==> config.mk <==
export PLATFORM = sky130hd
export DESIGN_NAME = ldr_sample_to_lux_averager
export DESIGN_NICKNAME = d
export VERILOG_FILES = /design/src/rtl/ldr_lux_pkg.sv /design/src/rtl/ldr_lux_div.sv /design/src/rtl/ldr_sample_to_lux_averager.sv
export VERILOG_INCLUDE_DIRS = /design/src /design/src/rtl
export SDC_FILE = /design/constraint.sdc
export NUM_CORES = 2
export LEC_CHECK = 0
export BUFFER_PORTS_ARGS = -buffer_cell sky130_fd_sc_hd__buf_2
export CAP_MARGIN = 20
export CORE_MARGIN = 2
export CORE_UTILIZATION = 30
export CTS_CLUSTER_DIAMETER = 150
export DETAILED_ROUTE_END_ITERATION = 6
export GPL_ROUTABILITY_DRIVEN = 0
export PLACE_DENSITY = 0.42
export SYNTH_ARGS = -nofsm -noshare
export SYNTH_HDL_FRONTEND = slang
export SYNTH_SLANG_ARGS = --single-unit
==> constraint.sdc <==
create_clock -name clk -period 12.2 [get_ports clk]
set_clock_uncertainty 0.05 [all_clocks]
set_input_delay 0.61 -clock clk [delete_from_list [all_inputs] [get_ports clk]]
set_output_delay 0.61 -clock clk [all_outputs]
set_load 0.005 [all_outputs]
==> src/rtl/ldr_sample_to_lux_averager_assert.svh <==
// ----------------------------------------------------------------------------
// LDR lux averager assertion macros
// Short forms for the clocked checks used in the RTL.
// ----------------------------------------------------------------------------
`ifndef LDR_SAMPLE_TO_LUX_AVERAGER_ASSERT_SVH
`define LDR_SAMPLE_TO_LUX_AVERAGER_ASSERT_SVH

// condition c holds in the same cycle as a
`define LDR_ASSERT_SAME(label, clk, rst_n, a, c) \
    label: assert property (@(posedge clk) disable iff (!rst_n) (a) |-> (c)) \
        else $error("ldr lux averager check failed");

// condition c holds in the cycle after a
`define LDR_ASSERT_NEXT(label, clk, rst_n, a, c) \
    label: assert property (@(posedge clk) disable iff (!rst_n) (a) |=> (c)) \
        else $error("ldr lux averager check failed");

`endif

==> src/rtl/ldr_lux_pkg.sv <==
// ----------------------------------------------------------------------------
// LDR lux averager package
// Shared types, state codes and fixed-point constants.
// ----------------------------------------------------------------------------
package ldr_lux_pkg;

    // shared divider sizes
    localparam int DIV_DW = 48;
    localparam int DIV_SW = 24;
    localparam int DIV_CW = 6;

    // shared multiplier operand width
    localparam int MUL_W = 32;

    // register map
    localparam int REG_ADDR_W = 4;
    localparam logic [1:0] REG_SAMPLE_COUNT = 2'd0;
    localparam logic [1:0] REG_SLOPE_M      = 2'd1;
    localparam logic [1:0] REG_INTERCEPT_B  = 2'd2;

    localparam logic [6:0]  SAMPLE_COUNT_RST = 7'd1;
    localparam logic [15:0] SLOPE_M_RST      = 16'hF400;   // -0.75 in Q4.12
    localparam logic [15:0] INTERCEPT_B_RST  = 16'h5000;   // 5.0 in Q4.12

    // conversion constants
    localparam logic [MUL_W-1:0] ADC_FULL    = 32'd4095;
    localparam logic [MUL_W-1:0] LOG10_2_Q32 = 32'd1292913986;
    localparam logic [MUL_W-1:0] LOG2_10_Q28 = 32'd891723283;
    localparam logic [23:0]      LUX_MAX     = 24'hFFFFFF;
    localparam logic [31:0]      R_MAX       = 32'hFFFFFFFF;
    localparam logic [47:0]      T_SAT_HI    = 48'd458752;  // 7.0 in Q16
    localparam logic [47:0]      T_ZERO_LO   = 48'd196608;  // 3.0 in Q16
    localparam logic [50:0]      W_BIAS      = 51'h4000_0000_0000;  // 4.0 in Q44
    localparam logic [6:0]       EI_LIMIT    = 7'd24;

    // divider request and response
    typedef struct packed {
        logic              start;
        logic [DIV_DW-1:0] dividend;
        logic [DIV_SW-1:0] divisor;
    } div_req_t;

    typedef struct packed {
        logic              busy;
        logic              done;
        logic [DIV_DW-1:0] quotient;
    } div_rsp_t;

    // sequencer states
    typedef enum logic [4:0] {
        ST_IDLE,
        ST_V_MUL,
        ST_V_DIV,
        ST_V_WAIT,
        ST_R_MUL,
        ST_R_DIV,
        ST_R_WAIT,
        ST_LUX_SEL,
        ST_NORM,
        ST_SQ_MUL,
        ST_SQ_UPD,
        ST_L10_MUL,
        ST_T_DIV,
        ST_T_WAIT,
        ST_W_MUL,
        ST_W_CHK,
        ST_SQRT_LOAD,
        ST_SQRT_STEP,
        ST_LUX_SHIFT,
        ST_ACC,
        ST_MV_DIV,
        ST_MV_WAIT,
        ST_MR_DIV,
        ST_MR_WAIT,
        ST_ML_DIV,
        ST_ML_WAIT,
        ST_OUT
    } state_t;

endpackage

==> src/rtl/ldr_lux_div.sv <==
// ----------------------------------------------------------------------------
// LDR lux divider
// Restoring unsigned divider, one quotient bit per cycle.
// ----------------------------------------------------------------------------
module ldr_lux_div (
    input  logic                 clk,
    input  logic                 rst_n,
    input  ldr_lux_pkg::div_req_t req,
    output ldr_lux_pkg::div_rsp_t rsp
);

    logic [ldr_lux_pkg::DIV_SW-1:0] rem_reg, rem_next;
    logic [ldr_lux_pkg::DIV_DW-1:0] quo_reg, quo_next;
    logic [ldr_lux_pkg::DIV_SW-1:0] dvs_reg, dvs_next;
    logic [ldr_lux_pkg::DIV_CW-1:0] cnt_reg, cnt_next;
    logic                           busy_reg, busy_next;
    logic                           done_reg, done_next;
    logic [ldr_lux_pkg::DIV_SW:0]   trial;
    logic                           fits;

    // one shift-subtract step
    assign trial = {rem_reg, quo_reg[ldr_lux_pkg::DIV_DW-1]};
    assign fits  = (trial >= {1'b0, dvs_reg});

    always_comb
    begin
        rem_next  = rem_reg;
        quo_next  = quo_reg;
        dvs_next  = dvs_reg;
        cnt_next  = cnt_reg;
        busy_next = busy_reg;
        done_next = 1'b0;
        if (req.start)
        begin
            rem_next  = '0;
            quo_next  = req.dividend;
            dvs_next  = req.divisor;
            cnt_next  = '0;
            busy_next = 1'b1;
        end
        else if (busy_reg)
        begin
            rem_next = fits ? ldr_lux_pkg::DIV_SW'(trial - {1'b0, dvs_reg})
                            : trial[ldr_lux_pkg::DIV_SW-1:0];
            quo_next = {quo_reg[ldr_lux_pkg::DIV_DW-2:0], fits};
            cnt_next = cnt_reg + 1'b1;
            if (cnt_reg == ldr_lux_pkg::DIV_CW'(ldr_lux_pkg::DIV_DW - 1))
            begin
                busy_next = 1'b0;
                done_next = 1'b1;
            end
        end
    end

    // control state
    always_ff @(posedge clk or negedge rst_n)
    begin
        if (!rst_n)
        begin
            busy_reg <= 1'b0;
            done_reg <= 1'b0;
            cnt_reg  <= '0;
        end
        else
        begin
            busy_reg <= busy_next;
            done_reg <= done_next;
            cnt_reg  <= cnt_next;
        end
    end

    // operands
    always_ff @(posedge clk)
    begin
        rem_reg <= rem_next;
        quo_reg <= quo_next;
        dvs_reg <= dvs_next;
    end

    assign rsp.busy     = busy_reg;
    assign rsp.done     = done_reg;
    assign rsp.quotient = quo_reg;

endmodule

==> src/rtl/ldr_sample_to_lux_averager.sv <==
// ----------------------------------------------------------------------------
// LDR sample to lux averager
// Converts divider ADC samples to voltage, LDR resistance and lux, and
// emits the means over a configured number of samples.
// ----------------------------------------------------------------------------
// Usage:
//   s_* carries one 12-bit ADC sample per request. m_* carries one result
//   per batch: mean voltage (uV), mean resistance (ohm), mean lux (Q20.4),
//   and a saturation flag in tuser. An APB port sets sample_count, slope_m
//   and intercept_b; change them only while the block is idle.
//   Each sample is worked through one shared 32x32 multiplier, one shared
//   48-bit restoring divider and a bit-serial square root (32 steps for
//   each of 16 fraction bits) under one sequencer. The voltage divide by
//   4095 is a constant fold after two multiplies. The square root loop
//   dominates the work for a sample on the lux path. The last sample of
//   a batch adds three mean divisions. s_tready is high only while the
//   sequencer is idle. The result waits in an output register; a stalled
//   receiver holds the block only when the next batch result is ready
//   and the register is still full. Reset clears the accumulators, the
//   counters and the output valid flag, and loads sample_count=1,
//   slope_m=-0.75, intercept_b=5.0.
// ----------------------------------------------------------------------------
`include "ldr_sample_to_lux_averager_assert.svh"

module ldr_sample_to_lux_averager #(
    parameter int VCC_UV      = 3300000,
    parameter int SERIES_OHMS = 10000,
    parameter int MAX_SAMPLES = 64
) (
    input  logic        clk,
    input  logic        rst_n,
    // configuration
    input  logic        psel,
    input  logic        penable,
    input  logic        pwrite,
    input  logic [ldr_lux_pkg::REG_ADDR_W-1:0] paddr,
    input  logic [31:0] pwdata,
    output logic [31:0] prdata,
    output logic        pready,
    // sample requests
    input  logic        s_tvalid,
    output logic        s_tready,
    input  logic [15:0] s_tdata,   // [11:0] adc_code
    // results
    output logic        m_tvalid,
    input  logic        m_tready,
    output logic [79:0] m_tdata,   // [21:0] mean_voltage_uv, [53:22] mean_resistance_ohm,
                                   // [77:54] mean_lux_q4
    output logic        m_tuser    // [0] saturated
);

    localparam int CNT_W = $clog2(MAX_SAMPLES + 1);
    localparam int NW    = (CNT_W > 7) ? CNT_W : 7;
    localparam int VS_W  = 22 + CNT_W;
    localparam int RS_W  = 32 + CNT_W;
    localparam int LS_W  = 24 + CNT_W;

    // voltage = code * V_Q + floor(code * V_R / 4095)
    localparam int V_Q   = VCC_UV / int'(ldr_lux_pkg::ADC_FULL);
    localparam int V_R   = VCC_UV % int'(ldr_lux_pkg::ADC_FULL);

    // ------------------------------------------------------------------
    // configuration registers
    // ------------------------------------------------------------------
    logic [6:0]  sample_count_reg;
    logic [15:0] slope_m_reg;
    logic [15:0] intercept_b_reg;
    logic        cfg_wr;

    assign pready = 1'b1;
    assign cfg_wr = psel && penable && pwrite && pready;

    always_ff @(posedge clk or negedge rst_n)
    begin
        if (!rst_n)
        begin
            sample_count_reg <= ldr_lux_pkg::SAMPLE_COUNT_RST;
            slope_m_reg      <= ldr_lux_pkg::SLOPE_M_RST;
            intercept_b_reg  <= ldr_lux_pkg::INTERCEPT_B_RST;
        end
        else if (cfg_wr)
        begin
            case (paddr[3:2])
                ldr_lux_pkg::REG_SAMPLE_COUNT: sample_count_reg <= pwdata[6:0];
                ldr_lux_pkg::REG_SLOPE_M:      slope_m_reg      <= pwdata[15:0];
                ldr_lux_pkg::REG_INTERCEPT_B:  intercept_b_reg  <= pwdata[15:0];
                default:                       ;
            endcase
        end
    end

    // register read back
    always_comb
    begin
        case (paddr[3:2])
            ldr_lux_pkg::REG_SAMPLE_COUNT: prdata = {25'd0, sample_count_reg};
            ldr_lux_pkg::REG_SLOPE_M:      prdata = {16'd0, slope_m_reg};
            ldr_lux_pkg::REG_INTERCEPT_B:  prdata = {16'd0, intercept_b_reg};
            default:                       prdata = '0;
        endcase
    end

    // ------------------------------------------------------------------
    // sequencer and datapath registers
    // ------------------------------------------------------------------
    ldr_lux_pkg::state_t state_reg, state_next;

    logic [11:0]      code_reg, code_next;
    logic [21:0]      v_reg, v_next;
    logic [31:0]      r_reg, r_next;
    logic [23:0]      lux_reg, lux_next;
    logic             sat_reg, sat_next;
    logic [31:0]      x_reg, x_next;
    logic [4:0]       e_reg, e_next;
    logic [15:0]      frac_reg, frac_next;
    logic [3:0]       k_reg, k_next;
    logic             tneg_reg, tneg_next;
    logic [19:0]      tmag_reg, tmag_next;
    logic [4:0]       ei_reg, ei_next;
    logic [15:0]      f_reg, f_next;
    logic [31:0]      y_reg, y_next;
    logic [63:0]      op_reg, op_next;
    logic [63:0]      res_reg, res_next;
    logic [4:0]       j_reg, j_next;
    logic [63:0]      prod_reg;
    logic [21:0]      mv_reg, mv_next;
    logic [31:0]      mr_reg, mr_next;
    logic [23:0]      ml_reg, ml_next;

    logic [VS_W-1:0]  vsum_reg, vsum_next;
    logic [RS_W-1:0]  rsum_reg, rsum_next;
    logic [LS_W-1:0]  lsum_reg, lsum_next;
    logic [CNT_W-1:0] st_reg, st_next;
    logic             any_sat_reg, any_sat_next;

    logic             out_valid_reg, out_valid_next;
    logic [21:0]      out_v_reg;
    logic [31:0]      out_r_reg;
    logic [23:0]      out_l_reg;
    logic             out_sat_reg;
    logic             out_load;

    // shared units
    ldr_lux_pkg::div_req_t div_req;
    ldr_lux_pkg::div_rsp_t div_rsp;
    logic [ldr_lux_pkg::MUL_W-1:0] mul_a, mul_b;

    ldr_lux_div u_div (
        .clk   (clk),
        .rst_n (rst_n),
        .req   (div_req),
        .rsp   (div_rsp)
    );

    // ------------------------------------------------------------------
    // derived values
    // ------------------------------------------------------------------
    logic              m_zero, m_neg;
    logic [15:0]       m_mag;
    logic [24:0]       v_fold_sum;
    logic [21:0]       v_lo;
    logic [21:0]       v_calc;
    logic [20:0]       l10;
    logic signed [22:0] diff;
    logic [22:0]       diff_mag;
    logic [32:0]       sq;
    logic [49:0]       wp;
    logic [50:0]       wv;
    logic              w_neg;
    logic [32:0]       yy;
    logic [63:0]       one;
    logic [63:0]       trial_sum;
    logic              root_fits;
    logic [55:0]       lux_sh;
    logic [NW-1:0]     n_eff;
    logic [NW-1:0]     sc_ext;
    logic [CNT_W-1:0]  st_inc;
    logic              batch_done;

    assign m_zero   = (slope_m_reg == 16'd0);
    assign m_neg    = slope_m_reg[15];
    assign m_mag    = m_neg ? 16'(-slope_m_reg) : slope_m_reg;

    // floor(x / 4095) for x < 4095*4096: (x + (x >> 12) + 1) >> 12
    assign v_fold_sum = {1'b0, prod_reg[23:0]} + {13'd0, prod_reg[23:12]} + 25'd1;
    assign v_lo       = 22'(v_fold_sum[24:12]);
    assign v_calc     = v_reg + prod_reg[21:0];

    // log10 R in Q16 and numerator of t
    assign l10      = prod_reg[52:32];
    assign diff     = $signed({2'b00, l10})
                    - $signed({{3{intercept_b_reg[15]}}, intercept_b_reg, 4'b0000});
    assign diff_mag = diff[22] ? 23'(-diff) : 23'(diff);

    // squaring step of the log loop
    assign sq       = prod_reg[63:31];

    // exponent in Q44 around the bias
    assign wp       = prod_reg[49:0];
    assign w_neg    = tneg_reg && ({1'b0, wp} > ldr_lux_pkg::W_BIAS);
    assign wv       = tneg_reg ? (ldr_lux_pkg::W_BIAS - {1'b0, wp})
                               : (ldr_lux_pkg::W_BIAS + {1'b0, wp});

    // square root step
    assign yy        = f_reg[k_reg] ? {y_reg, 1'b0} : {1'b0, y_reg};
    assign one       = 64'd1 << {j_reg, 1'b0};
    assign trial_sum = res_reg + one;
    assign root_fits = (op_reg >= trial_sum);

    // final scale by the integer exponent
    assign lux_sh    = {24'd0, y_reg} << ei_reg;

    // batch length
    assign sc_ext     = NW'(sample_count_reg);
    assign n_eff      = (sample_count_reg == 7'd0) ? NW'(1)
                      : ((sc_ext > NW'(MAX_SAMPLES)) ? NW'(MAX_SAMPLES) : sc_ext);
    assign st_inc     = st_reg + 1'b1;
    assign batch_done = (NW'(st_inc) >= n_eff);

    assign out_load   = (state_reg == ldr_lux_pkg::ST_OUT) && (!out_valid_reg || m_tready);

    // ------------------------------------------------------------------
    // next state
    // ------------------------------------------------------------------
    always_comb
    begin
        state_next = state_reg;
        case (state_reg)
            ldr_lux_pkg::ST_IDLE:
                if (s_tvalid) state_next = ldr_lux_pkg::ST_V_MUL;
            ldr_lux_pkg::ST_V_MUL:   state_next = ldr_lux_pkg::ST_V_DIV;
            ldr_lux_pkg::ST_V_DIV:   state_next = ldr_lux_pkg::ST_V_WAIT;
            ldr_lux_pkg::ST_V_WAIT:
                state_next = (v_calc == 22'd0) ? ldr_lux_pkg::ST_LUX_SEL
                                               : ldr_lux_pkg::ST_R_MUL;
            ldr_lux_pkg::ST_R_MUL:   state_next = ldr_lux_pkg::ST_R_DIV;
            ldr_lux_pkg::ST_R_DIV:   state_next = ldr_lux_pkg::ST_R_WAIT;
            ldr_lux_pkg::ST_R_WAIT:
                if (div_rsp.done) state_next = ldr_lux_pkg::ST_LUX_SEL;
            ldr_lux_pkg::ST_LUX_SEL:
                if (m_zero || v_reg == 22'd0 || r_reg == 32'd0)
                    state_next = ldr_lux_pkg::ST_ACC;
                else
                    state_next = ldr_lux_pkg::ST_NORM;
            ldr_lux_pkg::ST_NORM:
                if (x_reg[31]) state_next = ldr_lux_pkg::ST_SQ_MUL;
            ldr_lux_pkg::ST_SQ_MUL:  state_next = ldr_lux_pkg::ST_SQ_UPD;
            ldr_lux_pkg::ST_SQ_UPD:
                state_next = (k_reg == 4'd15) ? ldr_lux_pkg::ST_L10_MUL : ldr_lux_pkg::ST_SQ_MUL;
            ldr_lux_pkg::ST_L10_MUL: state_next = ldr_lux_pkg::ST_T_DIV;
            ldr_lux_pkg::ST_T_DIV:   state_next = ldr_lux_pkg::ST_T_WAIT;
            ldr_lux_pkg::ST_T_WAIT:
                if (div_rsp.done)
                begin
                    if (!tneg_reg && div_rsp.quotient > ldr_lux_pkg::T_SAT_HI)
                        state_next = ldr_lux_pkg::ST_ACC;
                    else if (tneg_reg && div_rsp.quotient > ldr_lux_pkg::T_ZERO_LO)
                        state_next = ldr_lux_pkg::ST_ACC;
                    else
                        state_next = ldr_lux_pkg::ST_W_MUL;
                end
            ldr_lux_pkg::ST_W_MUL:   state_next = ldr_lux_pkg::ST_W_CHK;
            ldr_lux_pkg::ST_W_CHK:
                if (w_neg || wv[50:44] >= ldr_lux_pkg::EI_LIMIT)
                    state_next = ldr_lux_pkg::ST_ACC;
                else
                    state_next = ldr_lux_pkg::ST_SQRT_LOAD;
            ldr_lux_pkg::ST_SQRT_LOAD: state_next = ldr_lux_pkg::ST_SQRT_STEP;
            ldr_lux_pkg::ST_SQRT_STEP:
                if (j_reg == 5'd0)
                    state_next = (k_reg == 4'd15) ? ldr_lux_pkg::ST_LUX_SHIFT
                                                  : ldr_lux_pkg::ST_SQRT_LOAD;
            ldr_lux_pkg::ST_LUX_SHIFT: state_next = ldr_lux_pkg::ST_ACC;
            ldr_lux_pkg::ST_ACC:
                state_next = batch_done ? ldr_lux_pkg::ST_MV_DIV : ldr_lux_pkg::ST_IDLE;
            ldr_lux_pkg::ST_MV_DIV:  state_next = ldr_lux_pkg::ST_MV_WAIT;
            ldr_lux_pkg::ST_MV_WAIT:
                if (div_rsp.done) state_next = ldr_lux_pkg::ST_MR_DIV;
            ldr_lux_pkg::ST_MR_DIV:  state_next = ldr_lux_pkg::ST_MR_WAIT;
            ldr_lux_pkg::ST_MR_WAIT:
                if (div_rsp.done) state_next = ldr_lux_pkg::ST_ML_DIV;
            ldr_lux_pkg::ST_ML_DIV:  state_next = ldr_lux_pkg::ST_ML_WAIT;
            ldr_lux_pkg::ST_ML_WAIT:
                if (div_rsp.done) state_next = ldr_lux_pkg::ST_OUT;
            ldr_lux_pkg::ST_OUT:
                if (out_load) state_next = ldr_lux_pkg::ST_IDLE;
            default:                 state_next = ldr_lux_pkg::ST_IDLE;
        endcase
    end

    // ------------------------------------------------------------------
    // sequencer outputs: handshake, divider request, multiplier operands
    // ------------------------------------------------------------------
    always_comb
    begin
        s_tready         = 1'b0;
        div_req.start    = 1'b0;
        div_req.dividend = prod_reg[ldr_lux_pkg::DIV_DW-1:0];
        div_req.divisor  = '0;
        mul_a            = '0;
        mul_b            = '0;
        case (state_reg)
            ldr_lux_pkg::ST_IDLE:
                s_tready = 1'b1;
            ldr_lux_pkg::ST_V_MUL:
            begin
                mul_a = 32'(code_reg);
                mul_b = 32'(V_R);
            end
            ldr_lux_pkg::ST_V_DIV:
            begin
                mul_a = 32'(code_reg);
                mul_b = 32'(V_Q);
            end
            ldr_lux_pkg::ST_R_MUL:
            begin
                mul_a = 32'(SERIES_OHMS);
                mul_b = 32'(VCC_UV) - 32'(v_reg);
            end
            ldr_lux_pkg::ST_R_DIV:
            begin
                div_req.start   = 1'b1;
                div_req.divisor = ldr_lux_pkg::DIV_SW'(v_reg);
            end
            ldr_lux_pkg::ST_SQ_MUL:
            begin
                mul_a = x_reg;
                mul_b = x_reg;
            end
            ldr_lux_pkg::ST_L10_MUL:
            begin
                mul_a = {11'd0, e_reg, frac_reg};
                mul_b = ldr_lux_pkg::LOG10_2_Q32;
            end
            ldr_lux_pkg::ST_T_DIV:
            begin
                div_req.start    = 1'b1;
                div_req.dividend = {13'd0, diff_mag, 12'd0};
                div_req.divisor  = {8'd0, m_mag};
            end
            ldr_lux_pkg::ST_W_MUL:
            begin
                mul_a = {12'd0, tmag_reg};
                mul_b = ldr_lux_pkg::LOG2_10_Q28;
            end
            ldr_lux_pkg::ST_MV_DIV:
            begin
                div_req.start    = 1'b1;
                div_req.dividend = ldr_lux_pkg::DIV_DW'(vsum_reg);
                div_req.divisor  = ldr_lux_pkg::DIV_SW'(st_reg);
            end
            ldr_lux_pkg::ST_MR_DIV:
            begin
                div_req.start    = 1'b1;
                div_req.dividend = ldr_lux_pkg::DIV_DW'(rsum_reg);
                div_req.divisor  = ldr_lux_pkg::DIV_SW'(st_reg);
            end
            ldr_lux_pkg::ST_ML_DIV:
            begin
                div_req.start    = 1'b1;
                div_req.dividend = ldr_lux_pkg::DIV_DW'(lsum_reg);
                div_req.divisor  = ldr_lux_pkg::DIV_SW'(st_reg);
            end
            default:
                ;
        endcase
    end

    // ------------------------------------------------------------------
    // datapath next values
    // ------------------------------------------------------------------
    always_comb
    begin
        code_next      = code_reg;
        v_next         = v_reg;
        r_next         = r_reg;
        lux_next       = lux_reg;
        sat_next       = sat_reg;
        x_next         = x_reg;
        e_next         = e_reg;
        frac_next      = frac_reg;
        k_next         = k_reg;
        tneg_next      = tneg_reg;
        tmag_next      = tmag_reg;
        ei_next        = ei_reg;
        f_next         = f_reg;
        y_next         = y_reg;
        op_next        = op_reg;
        res_next       = res_reg;
        j_next         = j_reg;
        mv_next        = mv_reg;
        mr_next        = mr_reg;
        ml_next        = ml_reg;
        vsum_next      = vsum_reg;
        rsum_next      = rsum_reg;
        lsum_next      = lsum_reg;
        st_next        = st_reg;
        any_sat_next   = any_sat_reg;
        out_valid_next = out_valid_reg && !m_tready;
        if (out_load)
            out_valid_next = 1'b1;

        case (state_reg)
            ldr_lux_pkg::ST_IDLE:
            begin
                code_next = s_tdata[11:0];
                sat_next  = 1'b0;
            end
            // remainder part of the voltage
            ldr_lux_pkg::ST_V_DIV:
                v_next = v_lo;
            ldr_lux_pkg::ST_V_WAIT:
            begin
                v_next = v_calc;
                if (v_calc == 22'd0)
                begin
                    // zero sample: open-circuit resistance
                    r_next   = ldr_lux_pkg::R_MAX;
                    sat_next = 1'b1;
                end
            end
            ldr_lux_pkg::ST_R_WAIT:
                if (div_rsp.done)
                begin
                    if (div_rsp.quotient > 48'(ldr_lux_pkg::R_MAX))
                    begin
                        r_next   = ldr_lux_pkg::R_MAX;
                        sat_next = 1'b1;
                    end
                    else
                        r_next = div_rsp.quotient[31:0];
                end
            ldr_lux_pkg::ST_LUX_SEL:
            begin
                x_next = r_reg;
                e_next = 5'd31;
                if (m_zero)
                begin
                    lux_next = ldr_lux_pkg::LUX_MAX;
                    sat_next = 1'b1;
                end
                else if (v_reg == 22'd0)
                    lux_next = m_neg ? 24'd0 : ldr_lux_pkg::LUX_MAX;
                else if (r_reg == 32'd0)
                begin
                    // full-scale sample: shorted LDR
                    lux_next = m_neg ? ldr_lux_pkg::LUX_MAX : 24'd0;
                    sat_next = 1'b1;
                end
            end
            ldr_lux_pkg::ST_NORM:
            begin
                k_next    = 4'd0;
                frac_next = 16'd0;
                if (!x_reg[31])
                begin
                    x_next = {x_reg[30:0], 1'b0};
                    e_next = e_reg - 1'b1;
                end
            end
            ldr_lux_pkg::ST_SQ_UPD:
            begin
                frac_next = {frac_reg[14:0], sq[32]};
                x_next    = sq[32] ? sq[32:1] : sq[31:0];
                k_next    = k_reg + 1'b1;
            end
            ldr_lux_pkg::ST_T_DIV:
                tneg_next = diff[22] ^ m_neg;
            ldr_lux_pkg::ST_T_WAIT:
                if (div_rsp.done)
                begin
                    tmag_next = div_rsp.quotient[19:0];
                    if (!tneg_reg && div_rsp.quotient > ldr_lux_pkg::T_SAT_HI)
                    begin
                        lux_next = ldr_lux_pkg::LUX_MAX;
                        sat_next = 1'b1;
                    end
                    else if (tneg_reg && div_rsp.quotient > ldr_lux_pkg::T_ZERO_LO)
                        lux_next = 24'd0;
                end
            ldr_lux_pkg::ST_W_CHK:
            begin
                ei_next = wv[48:44];
                f_next  = wv[43:28];
                y_next  = 32'h4000_0000;
                k_next  = 4'd0;
                if (w_neg)
                    lux_next = 24'd0;
                else if (wv[50:44] >= ldr_lux_pkg::EI_LIMIT)
                begin
                    lux_next = ldr_lux_pkg::LUX_MAX;
                    sat_next = 1'b1;
                end
            end
            ldr_lux_pkg::ST_SQRT_LOAD:
            begin
                op_next  = {1'b0, yy, 30'd0};
                res_next = 64'd0;
                j_next   = 5'd31;
            end
            ldr_lux_pkg::ST_SQRT_STEP:
            begin
                if (root_fits)
                begin
                    op_next  = op_reg - trial_sum;
                    res_next = (res_reg >> 1) + one;
                end
                else
                    res_next = res_reg >> 1;
                j_next = j_reg - 1'b1;
                if (j_reg == 5'd0)
                begin
                    y_next = root_fits ? 32'((res_reg >> 1) + one) : 32'(res_reg >> 1);
                    k_next = k_reg + 1'b1;
                end
            end
            ldr_lux_pkg::ST_LUX_SHIFT:
                if (lux_sh[55:54] != 2'b00)
                begin
                    lux_next = ldr_lux_pkg::LUX_MAX;
                    sat_next = 1'b1;
                end
                else
                    lux_next = lux_sh[53:30];
            ldr_lux_pkg::ST_ACC:
            begin
                vsum_next    = vsum_reg + VS_W'(v_reg);
                rsum_next    = rsum_reg + RS_W'(r_reg);
                lsum_next    = lsum_reg + LS_W'(lux_reg);
                any_sat_next = any_sat_reg | sat_reg;
                st_next      = st_inc;
            end
            ldr_lux_pkg::ST_MV_WAIT:
                if (div_rsp.done) mv_next = div_rsp.quotient[21:0];
            ldr_lux_pkg::ST_MR_WAIT:
                if (div_rsp.done) mr_next = div_rsp.quotient[31:0];
            ldr_lux_pkg::ST_ML_WAIT:
                if (div_rsp.done) ml_next = div_rsp.quotient[23:0];
            ldr_lux_pkg::ST_OUT:
                if (out_load)
                begin
                    vsum_next    = '0;
                    rsum_next    = '0;
                    lsum_next    = '0;
                    st_next      = '0;
                    any_sat_next = 1'b0;
                end
            default:
                ;
        endcase
    end

    // control and accumulator state
    always_ff @(posedge clk or negedge rst_n)
    begin
        if (!rst_n)
        begin
            state_reg     <= ldr_lux_pkg::ST_IDLE;
            vsum_reg      <= '0;
            rsum_reg      <= '0;
            lsum_reg      <= '0;
            st_reg        <= '0;
            any_sat_reg   <= 1'b0;
            out_valid_reg <= 1'b0;
            k_reg         <= '0;
            j_reg         <= '0;
        end
        else
        begin
            state_reg     <= state_next;
            vsum_reg      <= vsum_next;
            rsum_reg      <= rsum_next;
            lsum_reg      <= lsum_next;
            st_reg        <= st_next;
            any_sat_reg   <= any_sat_next;
            out_valid_reg <= out_valid_next;
            k_reg         <= k_next;
            j_reg         <= j_next;
        end
    end

    // payload registers
    always_ff @(posedge clk)
    begin
        code_reg <= code_next;
        v_reg    <= v_next;
        r_reg    <= r_next;
        lux_reg  <= lux_next;
        sat_reg  <= sat_next;
        x_reg    <= x_next;
        e_reg    <= e_next;
        frac_reg <= frac_next;
        tneg_reg <= tneg_next;
        tmag_reg <= tmag_next;
        ei_reg   <= ei_next;
        f_reg    <= f_next;
        y_reg    <= y_next;
        op_reg   <= op_next;
        res_reg  <= res_next;
        mv_reg   <= mv_next;
        mr_reg   <= mr_next;
        ml_reg   <= ml_next;
        prod_reg <= mul_a * mul_b;
        if (out_load)
        begin
            out_v_reg   <= mv_reg;
            out_r_reg   <= mr_reg;
            out_l_reg   <= ml_reg;
            out_sat_reg <= any_sat_reg;
        end
    end

    assign m_tvalid = out_valid_reg;
    assign m_tdata  = {2'b00, out_l_reg, out_r_reg, out_v_reg};
    assign m_tuser  = out_sat_reg;

    // ------------------------------------------------------------------
    // assertions
    // ------------------------------------------------------------------
    `LDR_ASSERT_SAME(a_div_start_idle, clk, rst_n, div_req.start, !div_rsp.busy)
    `LDR_ASSERT_NEXT(a_accept_starts, clk, rst_n, s_tvalid && s_tready,
                     state_reg == ldr_lux_pkg::ST_V_MUL)
    `LDR_ASSERT_NEXT(a_batch_cleared, clk, rst_n, out_load,
                     st_reg == '0 && vsum_reg == '0 && !any_sat_reg && m_tvalid)
    `LDR_ASSERT_SAME(a_count_bound, clk, rst_n, state_reg == ldr_lux_pkg::ST_IDLE,
                     NW'(st_reg) < NW'(MAX_SAMPLES))

endmodule

---- Word level (Yosys, flattened, before mapping) ----
Index checks and enable logic that the tools add are counted.
word-level totals
  output and inout bits ................... 116
  bits in registers ....................... 832
  input bits .............................. 59
cells by class
  shift operators ......................... 2
  multiplexer cells ....................... 100
  order comparisons ....................... 10
  reductions and logical operators ........ 56
  equality and inequality tests ........... 52
  multiply operators ...................... 1
  bitwise operators ....................... 2
  $add $sub $neg .......................... 21
operator list
  kind                  count
  $mux 24               12
  $pmux 64 s2           2
  $mux 32               7
  $pmux 32 s6           1
  $pmux 48 s4           1
  $pmux 32 s5           1
  $pmux 5 s27           1
  $mux 64               2
  $pmux 32 s2           2
  $mux 48               2
  $pmux 24 s4           1
  $pmux 32 s3           1
  $pmux 39 s2           1
  $mux 5                14
  $pmux 22 s3           1
  $add 63x64->64        1
  $add 64x64->64        1
  $ge 64x64->1          1
  $mul 32x32->64        1
  $shl 1x6->64 const A  1
  $sub 64x64->64        1
  $pmux 31 s2           1
  $pmux 29 s2           1
  $shl 32x5->56         1
  83 further kinds      186

---- Longest topological paths before layout ----
  depth after elaboration ................. 6
  gate-level depth with buffers ........... 42
  mapped depth without buffers ............ 40

---- By module ----
From an unflattened synthesis, not the netlist that was laid out.
unflattened totals
  cells, all modules ...................... 9,095
  area total of the unflattened synthesis .. 84,431.0 µm²
by module, submodules not included
  module                      area an instance (µm²)  cells each  instances  seq. area each (µm²)
  ldr_sample_to_lux_averager  79,025.8                8,631       1          20,424.6
  ldr_lux_div                 5,405.2                 464         1          2,842.7

---- Worst setup path before layout ----
Ideal clock, no wire load.
  kind .................................... reg2reg
  start ................................... register j_reg[3]
  end ..................................... register op_reg[0], enable pin
  data required time ...................... 11,566 ps
  path slack .............................. 1,426 ps
  cell stages (with the launch flop) ...... 29
  arrival time ............................ 10,140 ps
  path buffers ............................ 4
  path through ............................ dfrtp_1 -> or2_2 -> clkbuf_1 -> nor2_1 -> ha_1 -> a31oi_1 -> a211oi_2 -> a21oi_1 -> o41ai_2 -> a221oi_2 -> nor4_1 -> a311oi_1 -> o21ai_0 -> a21o_1 -> a31oi_1 -> xor2_1 -> ha_1 -> clkbuf_1 -> a21o_1 -> o21bai_1 -> a21oi_1 -> o41ai_1 -> a211o_1 -> a31o_2 -> o21ai_1 -> o2bb2ai_1 -> buf_2 -> buf_2 -> a21boi_0
on the way
  word-level cells in the longest chain between the ends .. 5
RTL lines
  element                            line                               text
  start: declaration                 ldr_sample_to_lux_averager.sv:124  logic [4:0] j_reg, j_next;
  start signal: assignment           ldr_sample_to_lux_averager.sv:578  j_reg <= j_next;
  $shl 1x6->64                       ldr_sample_to_lux_averager.sv:206  assign one = 64'd1 << {j_reg, 1'b0};
  $add 64x64->64                     ldr_sample_to_lux_averager.sv:207  assign trial_sum = res_reg + one;
  $ge 64x64->1                       ldr_sample_to_lux_averager.sv:208  assign root_fits = (op_reg >= trial_sum);
  $ne 2x2->1 (no source line)        n/a
  $reduce_and 2->1 (no source line)  n/a
  end signal: assignment             ldr_sample_to_lux_averager.sv:598  op_reg <= op_next;
  end: declaration                   ldr_sample_to_lux_averager.sv:122  logic [63:0] op_reg, op_next;
No other way between the ends.
A chain may end at the register's enable or synchronous reset.

---- Worst setup path after layout ----
  start ................................... register v_reg[2]
  end ..................................... register prod_reg[61]
on the way
  word-level cells in the longest chain between the ends .. 3
RTL lines
  element                   line                               text
  start: declaration        ldr_sample_to_lux_averager.sv:109  logic [21:0] v_reg, v_next;
  start signal: assignment  ldr_sample_to_lux_averager.sv:586  v_reg <= v_next;
  $sub 22x22->23            ldr_sample_to_lux_averager.sv:318  mul_b = 32'(VCC_UV) - 32'(v_reg);
  $pmux 32 s6               ldr_sample_to_lux_averager.sv:302  case (state_reg)
  $mul 32x32->64            ldr_sample_to_lux_averager.sv:603  prod_reg <= mul_a * mul_b;
  end signal: assignment    ldr_sample_to_lux_averager.sv:603
  end: declaration          ldr_sample_to_lux_averager.sv:125  logic [63:0] prod_reg;
No other way between the ends.

==> impl_metrics.json <==
{
  "die_boundary_height_um": 535,
  "ir_drop_mv": 0.109,
  "port-buffer-count": 133,
  "fp.coreArea_mm2": 0.280,
  "setup_repair_after_global_routing_missed_its_margin": "no",
  "maxCapViolations": 0,
  "dpl.hpwl_um": 248000,
  "areaGrowthSynthToFinish_pct": 10.9,
  "setup.worst_path.end_class": "flip-flop",
  "final.min_clock_period_ps": 11640,
  "final.period_utilization_pct": 95.4,
  "clk_pin_slew_worst_paths_ps": 60,
  "floorplan.io_pins": 175,
  "ys_async_sr_fraction_pct": 20.4,
  "synthCells": 9167,
  "synth.ff_latch_count": 830,
  "hold_viol": 0,
  "synthTopCellsByArea": "fa_1 21%, edfxtp_1 20%, ha_1 8.4%, inv_1 5.2%, nand2_1 4.8%",
  "synth_edf_count": 573,
  "start_util_pct": 30.2,
  "finalMaxSlewViolations": 0,
  "vias_per_cell": 5.22,
  "placedCellCount": 12808,
  "drt_pre_antenna_iters": 7,
  "critPathRequiredTime_ps": 12720,
  "routedWlPerCell_um": 24.4,
  "cts_root_buffer": "clkbuf_16",
  "arrival_ps": 12150,
  "ctsLongestPathBuffers": 3,
  "pleak_nw": 41.1,
  "setup_tns_final_ps": 0,
  "maxClockFrequency_ghz": 0.0859,
  "grt_start_max_net_pins": 72,
  "route.detailed.drc": 6,
  "cp.buffers_inverters": 5,
  "worstSetupPathType": "reg -> reg",
  "post_synth.cell_area_avg_um2": 9.23,
  "synthesis.yosys.warnings": 0,
  "fill_cells": 28948,
  "design.die.area_mm2": 0.286,
  "die_x_extent_um": 535,
  "critical_path.most_common_cell": "fa_1",
  "max_slew.worst_pin.slew_ps": 1180,
  "ff_latch_area_mm2": 0.0232,
  "worst-path-max-fanout": 8,
  "std_cell_rows": 194,
  "cp_max_stage_delay_ps": 640,
  "cp_slowest_cell": "o21ai_0",
  "grt_pass1_vias": 68333,
  "htreeDepth": 3,
  "postRouteWirelength_um": 317000,
  "yosysSeqAreaShare_pct": 27.4,
  "footprint_of_the_multi_input_gates_mm2": 0.0556,
  "crit_path_start_kind": "flip-flop",
  "run_status": "finished with violations",
  "yosys_most_used_dff": "edfxtp_1",
  "yosys.area.top_type": "fa_1",
  "setup-violations-final": 0,
  "power.density_mw_per_mm2": 69.9,
  "clk_latency_ps": 740,
  "area_of_the_mapped_netlist_mm2": 0.0846,
  "tritoncts": "built",
  "r2r-start": "v_reg[2]$_DFFE_PP_",
  "drive_gt1_share_pct": 8.04,
  "detailedRoute.firstIterationViolations": 5898,
  "layoutNonFillerInstCount": 13006,
  "final_antenna_net_count": 0,
  "globalRouteTotalUtil_pct": 22.0,
  "cts-buffers-inserted": 96,
  "dr_total_vias": 67952,
  "initial_antenna_violation_count": 22,
  "worst_path_dominant_cell_family": "compound AO/OA/AOI/OAI gates",
  "sink_count_of_the_clock_tree": 830,
  "holdCritStartpoint": "s_tdata[8]",
  "number_of_nets_in_the_layout": 10722,
  "grt_overflow": 0,
  "wire_length_of_the_first_global_routing_pass_um": 468000,
  "failed_checks": "DRC",
  "utilization_pct": 33.5,
  "post-synth-top-count-cell": "inv_1",
  "post_cts.repair.setup_buffers": 0,
  "startpoint": "v_reg[2]$_DFFE_PP_",
  "synth_largest_type_area_fraction_pct": 21.4,
  "yosys-top-cells-count": "1163 x inv_1, 1092 x nand2_1, 903 x fa_1, 856 x nor2_1, 573 x edfxtp_1",
  "min-delay-path-class": "in -> reg",
  "synth_cell_types": 104,
  "slew_headroom_pct": 21.3
}
## layout make-up
| cell class | count | area share [%] |
|---|---|---|
| Multi-Input combinational cell | 6729 | 59.3 |
| Timing Repair Buffer | 367 | 2.69 |
| Clock buffer | 124 | 2.79 |
| Inverter | 1171 | 4.69 |
| Sequential cell | 830 | 24.7 |
| Clock inverter | 58 | 0.824 |
| Antenna cell | 3 | 0.00800 |
| Tap cell | 3724 | 4.97 |
## what timing repair did
item                                    4_1_cts  5_1_grt
hold buffers                                  9        0
endpoints found under the setup margin        0        1
hold endpoints to repair                     45        0
resized for setup                             0        1
## metrics by stage
step / total power [mW] / worst slack [ps] / instance area, um^2 / hold slack (ps)
6_report: 6.56 / 564 / 93800 / 53.0
5_1_grt: 6.79 / 255 / 93800 / 23.0
4_1_cts: 6.64 / 524 / 93800 / 7.46
3_5_place_dp: 3.46 / 609 / 90300 / 355
3_3_place_gp: 3.45 / 661 / 90200 / 351
2_1_floorplan: 3.33 / 1430 / 84700 / 264
## logic make-up after synthesis
kind of cell	share of synthesized area, %
xor+xnor	4.61
fa+ha+maj	29.7
compound gates	13.4
flops	27.4
buf+inv	7.35
mux	2.39
simple gates	15.1
other cells	0.00888
## routing by layer
layer / global-route usage [%] / share of wire (%) / vias to the layer above
li1: - / - / 30891
met1: 29.9 / 44 / 34398
met2: 36.1 / 47 / 2220
met3: 2.56 / 5.7 / 437
met4: 7.53 / 4.0 / 6
met5: 0 / 0.011 / -
## power breakdown
group | switching, mW | total, mW | internal (mW)
Combinational | 0.197 | 0.330 | 0.133
Clock | 1.35 | 3.16 | 1.82
Sequential | 0.0452 | 3.07 | 3.02
## cells in the final DEF, fill, tap and decap left out, drive strengths merged, types with 67 or more instances in the layout
cell,instances
mux2i,88
a211oi,67
xor2,189
o21ai,473
inv,1172
edfxtp,573
nand2b,133
nor2,856
dfxtp,88
a31oi,101
dfrtp,161
clkbuf,127
fa,903
nand2,1093
nand4,92
a21oi,471
nor3,106
and3,69
buf,355
ha,565
xnor2,255
a21o,163
nand3,198
## final timing paths
path                                       endpoint  slack (ps)  cells after the start
hold / removal                code_reg[8]$_DFFE_PP_          50                      1
setup / recovery               prod_reg[61]$_DFF_P_         560                     36
min in group asynchronous      j_reg[0]$_DFFE_PN0P_         310                      2
setup reg to reg               prod_reg[61]$_DFF_P_         560                     36
max in group asynchronous  state_reg[1]$_DFFE_PN0P_       10310                      3
hold reg to reg             out_r_reg[16]$_DFFE_PP_         360                      0
Note: power is estimated with default switching activity, not from simulation.
